$ cat config.mk
export PLATFORM = sky130hd
export DESIGN_NAME = tlife_row_cell
export DESIGN_NICKNAME = d
export VERILOG_FILES = /design/src/tlife_row_cell.sv
export SDC_FILE = /design/constraint.sdc
export NUM_CORES = 1
export LEC_CHECK = 0
export ABC_AREA = 1
export BUFFER_PORTS_ARGS = -buffer_cell sky130_fd_sc_hd__clkbuf_2
export CAP_MARGIN = 20
export CORE_MARGIN = 4
export CORE_UTILIZATION = 40
export CTS_CLUSTER_DIAMETER = 40
export CTS_CLUSTER_SIZE = 8
export DETAILED_ROUTE_END_ITERATION = 8
export PLACE_DENSITY = 0.74
export SETUP_SLACK_MARGIN = 0.2
export SYNTH_ARGS = -nofsm -noshare
export SYNTH_HDL_FRONTEND = slang
export SYNTH_SLANG_ARGS = --single-unit
$ cat constraint.sdc
create_clock -name clock -period 0.8 [get_ports clock]
set_input_delay 0.16 -clock clock [delete_from_list [all_inputs] [get_ports clock]]
set_output_delay 0.16 -clock clock [all_outputs]
set_load 0.1 [all_outputs]
$ cat src/tlife_row_cell.sv
// One cell of the row ring: holds one grid row and takes its neighbor's row on a shift.
// Depends on nothing.
`default_nettype none

module tlife_row_cell #(
   parameter int WIDTH = 64
) (
   input  wire logic             clock,
   input  wire logic             reset,
   input  wire logic             shift_en,
   input  wire logic [WIDTH-1:0] shift_din,
   output logic      [WIDTH-1:0] row_dout
);

   logic [WIDTH-1:0] row_ff;
   logic [WIDTH-1:0] row_in;

   always_comb begin
      row_in = shift_en ? shift_din : row_ff;
   end

   always_ff @(posedge clock) begin
      if (reset) begin
         row_ff <= '0;
      end else begin
         row_ff <= row_in;
      end
   end

   assign row_dout = row_ff;

endmodule

`default_nettype wire

# After elaboration in Yosys (flattened, before gate mapping)
# Cells that the tools add are included.
[totals]
ff_bits = 64
latchBits = 0
ram_bits = 0
mem_bits_ro = 0
in_bits = 67
word_cells = 1
mem_count = 0
[classes]
addsub = 0
n_mul = 0
div_mod_pow = 0
magnitude_cmp = 0
n_eq_ne = 0
n_shift = 0
n_mux = 0
n_bitwise = 0
reduce_logical = 0

# Logic depth before layout (Yosys ltp)
[depth]
ltp_word = 0
mapped_depth = 5
mapped_depth_nobuf = 4

# Worst setup path before layout
# OpenSTA, ideal clock, no wires.
[synth_timing]
path_type = "register to register"
from = "reg, netlist name row_dout[61]"
to = "reg row_ff[61] (netlist: row_dout[61])"
t_arrival_ns = 1.142
required_ns = 0.735
setup_slack_ns = -0.407
stages_incl_launch_ff = 3
cell_sequence = "dfxtp_1 > nor2_1 > nor2_1"
[synth_lines]
columns = ["item", "line", "text"]
rows = [
  ["to (signal assigned)", "26", "row_ff <= row_in;"],
  ["to (decl)", "15", "logic [WIDTH-1:0] row_ff;"],
]

# Worst setup path in the final report
[layout_timing]
from = "reg row_ff[31] (netlist: row_dout[31])"
to = "out row_dout[31]"
[layout_lines]
columns = ["item", "line", "text"]
rows = [
  ["to (decl)", "12", "output logic [WIDTH-1:0] row_dout"],
]
# No word-level cell between the ends.

==> impl_metrics.ini <==
[synthesis]
synth.yosys.seq_area_share_pct = 48.1
syn-num-nets = 472
yosysUniqueCellTypes = 8
ys_seq_elements = 64
ys_warn_count = 0
synth_edf_count = 0
synth_top_area_share_pct = 48.1
syn_area_sq_um = 2670
synth_area_leaders = dfxtp_1, nand2_1, nor2_1, inv_1, buf_6
syn_avg_cell_area_sq_um = 6.58
yosys-top-cells-count = nand2_1, nor2_1, dfxtp_1, inv_1, buf_6
ys.flop_type = dfxtp_1
synthCells = 405
async_flop_share_pct = 0
synth_largest_area_cell = dfxtp_1

[power_and_ir_drop]
swShare_pct = 38.4
peakVddDrop_uv = 1070
powerDensity_nw_per_um2 = 1880
p_comb_share_pct = 37.3
p_leak_nw = 2.55
p_seq_share_pct = 38.9
clock_power_share_pct = 23.7
p_switching_w = 0.00358
p_int_w = 0.00574

[critical_path]
critical_path.max_stage_delay_ns = 0.37
critPathTopFamily = flip-flops
endpoint_kind = output port
path_max_fanout = 2
path_cells = buf_12
crit_buf_inv = 1
required_ns = 0.64
start_kind = register
worst_ep_arrival_time_ns = 0.87
worstSetupPathType = register to output port
critPathSlowestCell = dfxtp_4

[routing]
routed_wl_mm = 6.97
first_pass_iters = 4
vias = 2688
routed_via_density = 4.30
ant_nets = 0
drc = 0
wl_per_cell_um = 11.2
drtIter0Drc = 53

[global_route]
track_usage_pct = 17.3
grt_remaining_overflow = 0
grt_max_degree = 50
antenna_found_initial = 0
first_global_vias = 2508
grt_pass1_wl_mm = 10.7

[min_path]
hold_class = input pin to register

[run_status]
outcome = complete, but fails checks
violations = setup timing

[sta]
final_max_slew_viol_count = 0
hold_viol = 0
slew_headroom_pct = 83.9
period_share_pct = 129
setup_viol = 64
period_needed_ns = 1.03
setup_ws_ns = -0.230
skew_ns = 0
grt_setup_unrepaired = true
max_freq_mhz = 971
worst_pin_slew_ns = 0.242
setup_tns_ns = -13.76

[floorplanning]
die_h_um = 89.6
fp.dieW_um = 89.6
dieArea_sq_um = 8040
floorplan.initialDensity_pct = 41.5
io_pins = 131
design.core.area_sq_um = 6420
rows = 29

[placement]
dp_hpwl_mm = 5.36
portBuffers = 130
place_congestion = 0.737
place_ws_ns = -0.0400

[cts]
clockBufferDepth = 2
holdBufCountCts = 0
cts_buffers = 9
clock-root-buffer = clkbuf_8
clkLatencyLatePin_ns = 0.32
tritoncts = done
cts.sinks = 64
htreeDepth = 3
path_clk_slew_ns = 0.07

[layout]
layout-drive-gt1-share_pct = 49.5
largest_reg_flops = 64
nets = 610
antennaDiodeCount = 0
syn_to_final_growth_pct = 86.1

[job]
cap_violations = 0
## cells in the final DEF, fill, tap and decap left out, drive strengths merged
cell	count
dfxtp	64
nor2	128
clkbuf	76
buf	82
clkinv	5
inv	65
nand2	128
## kinds of logic (layout without fill, tap and decap cells)
family | after synthesis | count (layout) | share of synthesized area [%]
flip-flops | 64 | 64 | 48.1
buffers and inverters | 85 | 228 | 15.9
AND/OR/NAND/NOR | 256 | 256 | 36.0
## layout make-up
cell class,count,area (sq um)
flip-flops and latches,64,1520
multi-input cells,256,1130
repair buffers,147,1820
fillers,459,1460
well taps,77,96.3
inverters,65,244
clock inverters,5,23.8
clock buffers,11,131
## stage by stage
| step | hold WS [ns] | power (W) | instance area (sq um) | instances | utilization [%] |
|---|---|---|---|---|---|
| final | 0.0945 | 0.00932 | 4960 | 625 | 77.2 |
| after floorplan | 0.327 | 0.00571 | 2910 | 405 | - |
| after global placement | 0.426 | 0.00694 | 4540 | 599 | 70.7 |
| after detailed placement | 0.437 | 0.00701 | 4540 | 599 | 70.7 |
| after CTS | 0.0738 | 0.00930 | 4750 | 617 | 73.9 |
| after global routing | 0.104 | 0.00976 | 4960 | 625 | 77.2 |
## final timing paths
check,startpoint,endpoint,slack (ns),depth (start not counted)
worst max-delay path,row_dout[31],row_dout[31],-0.23,1
worst min-delay path,shift_din[62],row_dout[62],0.09,5
worst max register to register,row_dout[28],row_dout[28],0.02,4
worst min register to register,row_dout[50],row_dout[50],0.49,2
## timing repair
action	CTS	global route
gates resized for setup	13	49
endpoints found under the setup margin	81	120
pin swaps	5	17
buffers inserted	2	8
## power groups by stage
stage,logic [W],registers (W),clock network (W)
CTS,0.00337,0.00361,0.00232
global placement,0.00329,0.00365,0
global route,0.00366,0.00365,0.00244
floorplan,0.000554,0.00516,0
finish,0.00348,0.00363,0.00221
detailed placement,0.00334,0.00367,0
## metal layers
metal  GRT usage, %  routed length, um  part of all wire, %
met1           17.9               2620                   38
met2           30.4               3540                   51
met3           6.93                714                   10
met4           7.98                 97                  1.4
met5              0                  0                    0
No activity file was read; power rests on OpenSTA's default activity.
