==> config.mk <==
export PLATFORM = sky130hd
export DESIGN_NAME = tlife_rule
export DESIGN_NICKNAME = d
export VERILOG_FILES = /design/src/tlife_rule.sv
export SDC_FILE = /design/constraint.sdc
export NUM_CORES = 1
export LEC_CHECK = 0
export BUFFER_PORTS_ARGS = -buffer_cell sky130_fd_sc_hd__buf_4
export CORE_UTILIZATION = 43
export DETAILED_ROUTE_END_ITERATION = 10
export GPL_TIMING_DRIVEN = 0
export PLACE_DENSITY = 0.66
export SETUP_SLACK_MARGIN = 0.5
export SLEW_MARGIN = 20
export SYNTH_ARGS = -nofsm -noshare
export SYNTH_HDL_FRONTEND = slang
export SYNTH_SLANG_ARGS = --single-unit
==> constraint.sdc <==
create_clock -name vclk -period 5.01
set_clock_uncertainty 0.1 [all_clocks]
set_input_delay 1.002 -clock vclk [all_inputs]
set_output_delay 1.002 -clock vclk [all_outputs]
set_load 0.05 [all_outputs]
==> src/tlife_rule.sv <==
// Next-generation rule for one row, given the rows above and below, with wrapped columns.
// Depends on nothing.
`default_nettype none

module tlife_rule #(
   parameter int WIDTH = 64
) (
   input  wire logic [WIDTH-1:0] up_row,
   input  wire logic [WIDTH-1:0] mid_row,
   input  wire logic [WIDTH-1:0] dn_row,
   output logic      [WIDTH-1:0] next_row
);

   for (genvar c = 0; c < WIDTH; c++) begin : g_col
      localparam int LF = (c + WIDTH - 1) % WIDTH;
      localparam int RT = (c + 1) % WIDTH;
      logic [3:0] count;

      always_comb begin
         count = 4'(up_row[LF]) + 4'(up_row[c]) + 4'(up_row[RT])
               + 4'(mid_row[LF]) + 4'(mid_row[RT])
               + 4'(dn_row[LF]) + 4'(dn_row[c]) + 4'(dn_row[RT]);
         next_row[c] = (count == 4'd3) || (mid_row[c] && (count == 4'd2));
      end
   end

endmodule

`default_nettype wire

; Yosys cells after proc, flatten, opt, wreduce, memory -nomap -nowiden
; Cells that the tools add are included.
[word_totals]
ff_bits = 0
elab_cells = 704
[op_classes]
addsub = 448
n_eq_ne = 128
reduce_logical = 128
[ops]
columns = op, n
row1 = $add A4 B1 Y4, 256
row2 = $eq A4 B2 Y1 const B, 128
row3 = $add A3 B1 Y4, 64
row4 = $add A2 B1 Y3, 64
row5 = $add A1 B1 Y2, 64
row6 = $logic_and A1 B1 Y1, 64
row7 = $logic_or A1 B1 Y1, 64

; Logic depth before layout (Yosys ltp)
; Gate-level depths: netlist of the first run.
[depth]
word_depth = 10
mapped_depth = 9
mapped_depth_nobuf = 9

; Least setup slack after synthesis of the first run
; Ideal clock, no wire load.
[synth_path]
path_kind = input-to-output
startpoint = input port up_row[0]
endpoint = output port next_row[63]
t_arrival_ps = 4127
t_required_ps = 3908
path_slack_ps = -219
stages = 9
cell_sequence = inv_1 fa_1 fa_1 fa_1 inv_1 ha_1 fa_1 or2_1 a21oi_1
[synth_between]
elab_chain_cells = 9
elab_cells_between_ends = 10
classes_between = add/sub (6) / eq/ne (2) / reduce/logical (2)
[synth_rtl]
columns = item, line
row1 = "start, declared", 8  ; input wire logic [WIDTH-1:0] up_row,
row2 = $add A2 B1 Y3 (*), 20  ; count = 4'(up_row[LF]) + 4'(up_row[c]) + 4'(up_row[RT])
row3 = $add A3 B1 Y4 (*), 21  ; + 4'(mid_row[LF]) + 4'(mid_row[RT])
row4 = $add A4 B1 Y4 (*), 21
row5 = $add A4 B1 Y4 (*) (3 in a row), 22  ; + 4'(dn_row[LF]) + 4'(dn_row[c]) + 4'(dn_row[RT]);
row6 = $eq A4 B2 Y1, 23  ; next_row[c] = (count == 4'd3) || (mid_row[c] && (count == 4'd2));
row7 = $logic_and A1 B1 Y1, 23
row8 = $logic_or A1 B1 Y1 (*), 23
row9 = "end, declared", 11  ; output logic [WIDTH-1:0] next_row
; Every way passes the cells marked *; elsewhere a longest branch is shown, timed or not.

; Worst setup path after layout of the first run
[layout_path]
startpoint = input port up_row[62]
endpoint = output port next_row[62]
[layout_between]
elab_chain_cells = 10
elab_cells_between_ends = 11
classes_between = add/sub (7) / eq/ne (2) / reduce/logical (2)
[layout_rtl]
columns = item, line
row1 = $add A1 B1 Y2 (*), 20
row2 = $add A2 B1 Y3 (*), 20
row3 = $add A3 B1 Y4 (*), 21
row4 = $add A4 B1 Y4 (*), 21
row5 = $add A4 B1 Y4 (*) (3 in a row), 22
row6 = $eq A4 B2 Y1, 23
row7 = $logic_and A1 B1 Y1, 23
row8 = $logic_or A1 B1 Y1 (*), 23
; Marked as above.

==> metrics, run 1 <==
Cell Rows 57; Hold Startpoint mid_row[32]; total die area 26,000 um2; critical path startpoint category input pin; clkbuf count 0; Relative slew margins 83.5%; Tmin final 4.92 ns; vias in the first global route 9,061; CP Max Fanout 2; Die Wd 161 um; initial antenna violation count 2; pin count of the biggest net entering global routing 4; Synth Net Count about 1.9k; CP max stage delay around 0.52 ns; worst path required time just under 4 ns; Synth warnings 0; CP endpoint next_row[62]; Placer Congestion 0.838; Ports 256; first-pass GRT wire length 40,500 um; layout cells sized above 1 47.7%; Initial Util 44.2%; First-pass DRT Iterations 4; final net count 2,118; Min-Delay Path Class in2out; Vias 8,418; Worst Setup End Kind output port; hold buffer count at cts 0; Seq cells 0; FMAX a little over 0.2 GHz; # fillers between 2k and 2.5k; placed cell area 14,200 um2; Max VDD drop approximately 210 uV; Routed Antenna Nets 0; initial DRC count between 200 and 250; Crit path top cell by count fa_1; Mapped Cells 1,215; Seq/Total Area, Yosys 0%; endpoints failing hold 0; Max Cap Viol 0; Die Y about 160 um; critical path class in2out; Core ar. around 25,000 um2; final worst-path cycle share 98.3%; dpl cells 1,795; Mapped Area 10,900 um2; multi-input logic area approximately 11,000 um2; Via-to-Cell Ratio 4.67; final setup fails 0; CP arrival about 3.8 ns; Remaining DRCs 0; status finished clean; gr usage total 18.7%; Leak ~7.6 nW; Slowest cell on crit path fa_1; final wirelength about 24,000 um; port bufs 256; synthesis-to-finish area growth 43.6%; pwr dens 303 nW/um2; max-slew violation count 0; Netlist cell types 8; Remaining Overflow, GRT 0; RSZ-0062 raised after global routing true; syn avg cell area about 9.0 um2; FF+latch area 0 um2; Least-Margin Pin Slew between 0.2 and 0.25 ns; Worst Setup SP up_row[62]; final std cells w/o fill 1,801; HPWL after DPL 22,200 um; fin area 15,600 um2; CP Cell Sequence buf_4 -> inv_2 -> fa_1 -> fa_1 -> fa_1 -> inv_1 -> ha_2 -> fa_2 -> or2_4 -> a21oi_4 -> buf_6; DR WL/cell 13.3 um
-- critical path: cells and delay by family --
kind                     cells  cell delay (ns)
AO/OA/AOI/OAI                1             0.18
adder cells (fa/ha/maj)      5             1.97
buffers and inverters        4             0.42
AND/OR/NAND/NOR              1             0.24
-- power by group --
group	internal, W	total, W	switching [W]
combinational	0.00211	0.00475	0.00263
sequential	0	0	0
clock	0.0000000000267	0.0000000000267	0
total	0.00211	0.00475	0.00263
-- what timing repair did --
action,CTS,global route
gates resized for setup,283,258
setup endpoints to repair,64,64
pin swaps,138,80
buffers inserted,2,3
-- routing by layer --
layer | wire length, um | vias up | GRT usage (%)
met2 | 12500 | 138 | 34.1
met1 | 10200 | 4054 | 24.3
met4 | 396 | 2 | 2.32
met3 | 976 | 20 | 2.08
li1 | - | 4204 | -
met5 | 12 | - | 0
-- synth_stat cells --
cell	n	share of area, %
fa_1	256	47
or2_1	44	2.5
or2_0	20	1.1
inv_1	447	15
ha_1	192	22
nand3_1	64	2.9
a21oi_1	128	5.9
o21ai_0	64	2.9
-- cell usage in the layout (no fill, tap or decap) --
cell / instances
a21oi_1: 64
a21oi_4: 64
buf_4: 155
buf_6: 56
buf_8: 50
clkinvlp_4: 1
diode_2: 1
fa_1: 192
fa_2: 64
ha_1: 128
ha_2: 48
ha_4: 16
inv_1: 308
inv_2: 79
inv_4: 39
inv_6: 20
nand3_1: 64
o21ai_1: 8
o21ai_2: 50
o21ai_4: 6
or2_1: 8
or2_4: 56
-- cells by family (layout without fill, tap and decap cells) --
kind of cell	after synthesis	after routing	share of synthesized area, %
compound gates	192	192	8.83
fa+ha+maj	448	448	69.1
buf+inv	447	708	15.4
other cells	0	1	0
simple gates	128	128	6.62
-- layout make-up --
type / instances / area share (%)
antenna: 1 / 0.0160
inverter: 447 / 12.0
timing repair buffer: 261 / 16.3
multi-input combinational: 768 / 69.1
tap: 324 / 2.59
-- through the flow --
stage                     setup WS [ns]  TNS [ns]  utilization (%)  total power (W)  hold WS [ns]
after floorplan                   0.207         0                -          0.00303          2.12
after global placement         -0.00282  -0.00282             57.8          0.00388          2.36
after detailed placement        -0.0172   -0.0173             57.8          0.00397          2.35
after CTS                        0.0355         0             60.3          0.00445          2.33
after global routing            -0.0141   -0.0154             63.6          0.00525          2.34
final                            0.0864         0             63.6          0.00475          2.32
-- how the worst min path moves through the flow --
stage,to,slack (ns),depth (start not counted)
after floorplan,next_row[1],2.12,2
after global placement,next_row[52],2.36,4
after detailed placement,next_row[1],2.35,4
after CTS,next_row[17],2.33,4
after global routing,next_row[13],2.34,4
final,next_row[32],2.32,4
No activity file was read; power rests on OpenSTA's default activity.
==> run 2, diff against run 1 <==
--- a/config.mk
+++ b/config.mk
@@ -6,10 +6,12 @@
 export NUM_CORES = 1
 export LEC_CHECK = 0
 export BUFFER_PORTS_ARGS = -buffer_cell sky130_fd_sc_hd__buf_4
+export CELL_PAD_IN_SITES_DETAIL_PLACEMENT = 1
+export CELL_PAD_IN_SITES_GLOBAL_PLACEMENT = 1
 export CORE_UTILIZATION = 43
 export DETAILED_ROUTE_END_ITERATION = 10
 export GPL_TIMING_DRIVEN = 0
-export PLACE_DENSITY = 0.66
+export PLACE_DENSITY = 0.86
 export SETUP_SLACK_MARGIN = 0.5
 export SLEW_MARGIN = 20
 export SYNTH_ARGS = -nofsm -noshare
==> metrics, run 2 (synthesis results as in run 1) <==
status complete, but fails checks; violated checks setup timing; Least-Margin Pin Slew 0.248 ns; Initial Util 44.2%; Min Hold Slack 2.32 ns; Placer Congestion 0.859; CP Max Fanout 3; DR WL/cell roughly 23 um; First-pass DRT Iterations 4; Hold EP next_row[9]; max-slew violation count 0; setup ws final -0.0213 ns; CP arrival 3.93 ns; final net count 2,154; Relative slew margins 83.4%; endpoints failing hold 0; most frequent cells in the layout inv_1, fa_1, buf_4; FF+latch area 0 um2; Worst Setup End Kind output port; final worst-path cycle share 100%; Remaining DRCs 0; worst path required time 3.91 ns; Via-to-Cell Ratio around 5.3; Die Y 161 um; Max VDD drop 226 uV; final wirelength 42,000 um; Max Cap Viol 0; Core ar. 24,600 um2; first-pass GRT wire length 54,900 um; vias in the first global route 11.4k; Min-Delay Path Class in2out; most common cell after layout, fill and taps aside inv_1; pin count of the biggest net entering global routing 4; synthesis-to-finish area growth 51.1%; Leak approximately 8 nW; FMAX 0.199 GHz; critical path class in2out; layout cells sized above 1 50.4%; pwr dens around 330 nW/um2; final setup fails 3; final core utilization 66.8%; Final TNS setup -0.0487 ns; total die area 26,000 um2; Seq cells 0; critical path startpoint category input pin; Cell Rows 57; initial antenna violation count 2; RSZ-0062 raised after global routing true; Routed Antenna Nets 0; Die Wd roughly 160 um; Vias roughly 9.7k; port bufs about 260; Hold Startpoint mid_row[9]; Tmin final between 5 and 6 ns; initial DRC count roughly 340; hold buffer count at cts 0; Total Power around 0.0055 W; Remaining Overflow, GRT 0; clkbuf count 0; Hold Path Depth 4; HPWL after DPL 28,100 um; Ports around 260; gr usage total 26.3%
-- run 2: cell count changes in the layout (fill, tap and decap cells not counted), moves of 14 or more --
| cell | before | now |
|---|---|---|
| buf_6 | 56 | 72 |
| buf_8 | 50 | 65 |
| ha_2 | 48 | 29 |
| ha_4 | 16 | 34 |
| inv_1 | 308 | 290 |
| inv_2 | 79 | 65 |
| inv_4 | 39 | 58 |
-- run 2: repair_timing --
item,CTS,global route
pin swaps,206,136
setup buffers,13,28
resized for setup,452,229
endpoints found under the setup margin,64,64
-- run 2: routing by layer --
layer	share of wire, %	up-vias	GRT usage, %
met5	0	-	0
met2	57	343	53.0
met1	33	4966	27.3
met3	3.5	157	3.39
met4	5.9	0	9.86
li1	-	4275	-
-- run 2: worst max-delay path by stage --
stage / start / to / slack, ns / depth (start not counted)
6_report: up_row[0] / next_row[63] / -0.02 / 11
5_1_grt: up_row[16] / next_row[17] / -0.12 / 11
4_1_cts: up_row[1] / next_row[2] / -0.01 / 11
3_5_place_dp: up_row[1] / next_row[0] / -0.05 / 11
3_3_place_gp: up_row[0] / next_row[63] / 0.002 / 11
2_1_floorplan: up_row[0] / next_row[0] / 0.21 / 9
-- run 2: per-stage QoR --
stage | area, um2 | cells | setup slack, ns
after floorplan | 11900 | 1215 | 0.207
after global placement | 14200 | 1795 | 0.00228
after detailed placement | 14200 | 1795 | -0.0510
after CTS | 15400 | 1808 | -0.0108
after global routing | 16400 | 1838 | -0.115
final | 16400 | 1838 | -0.0213
-- run 2: cell type report --
type	count	area [um2]
fill	2586	8160
inverter	447	2000
multi-input combinational	768	11000
antenna	2	5.00
tap	324	405
timing repair buffer	297	3010
-- run 2: critical path, cell delays in order --
cell and delay, ns:
buf_6 0.08, clkinvlp_4 0.14, fa_1 0.53, fa_1 0.44
fa_1 0.50, inv_1 0.04, ha_1 0.21, fa_2 0.36
or2_4 0.28, a21oi_4 0.17, buf_8 0.16
-- run 2: where the power goes --
group              internal, W  switching, W        total [W]
Combinational          0.00240       0.00310          0.00550
Clock          0.0000000000534             0  0.0000000000534
Sequential                   0             0                0
Total                  0.00240       0.00310          0.00550
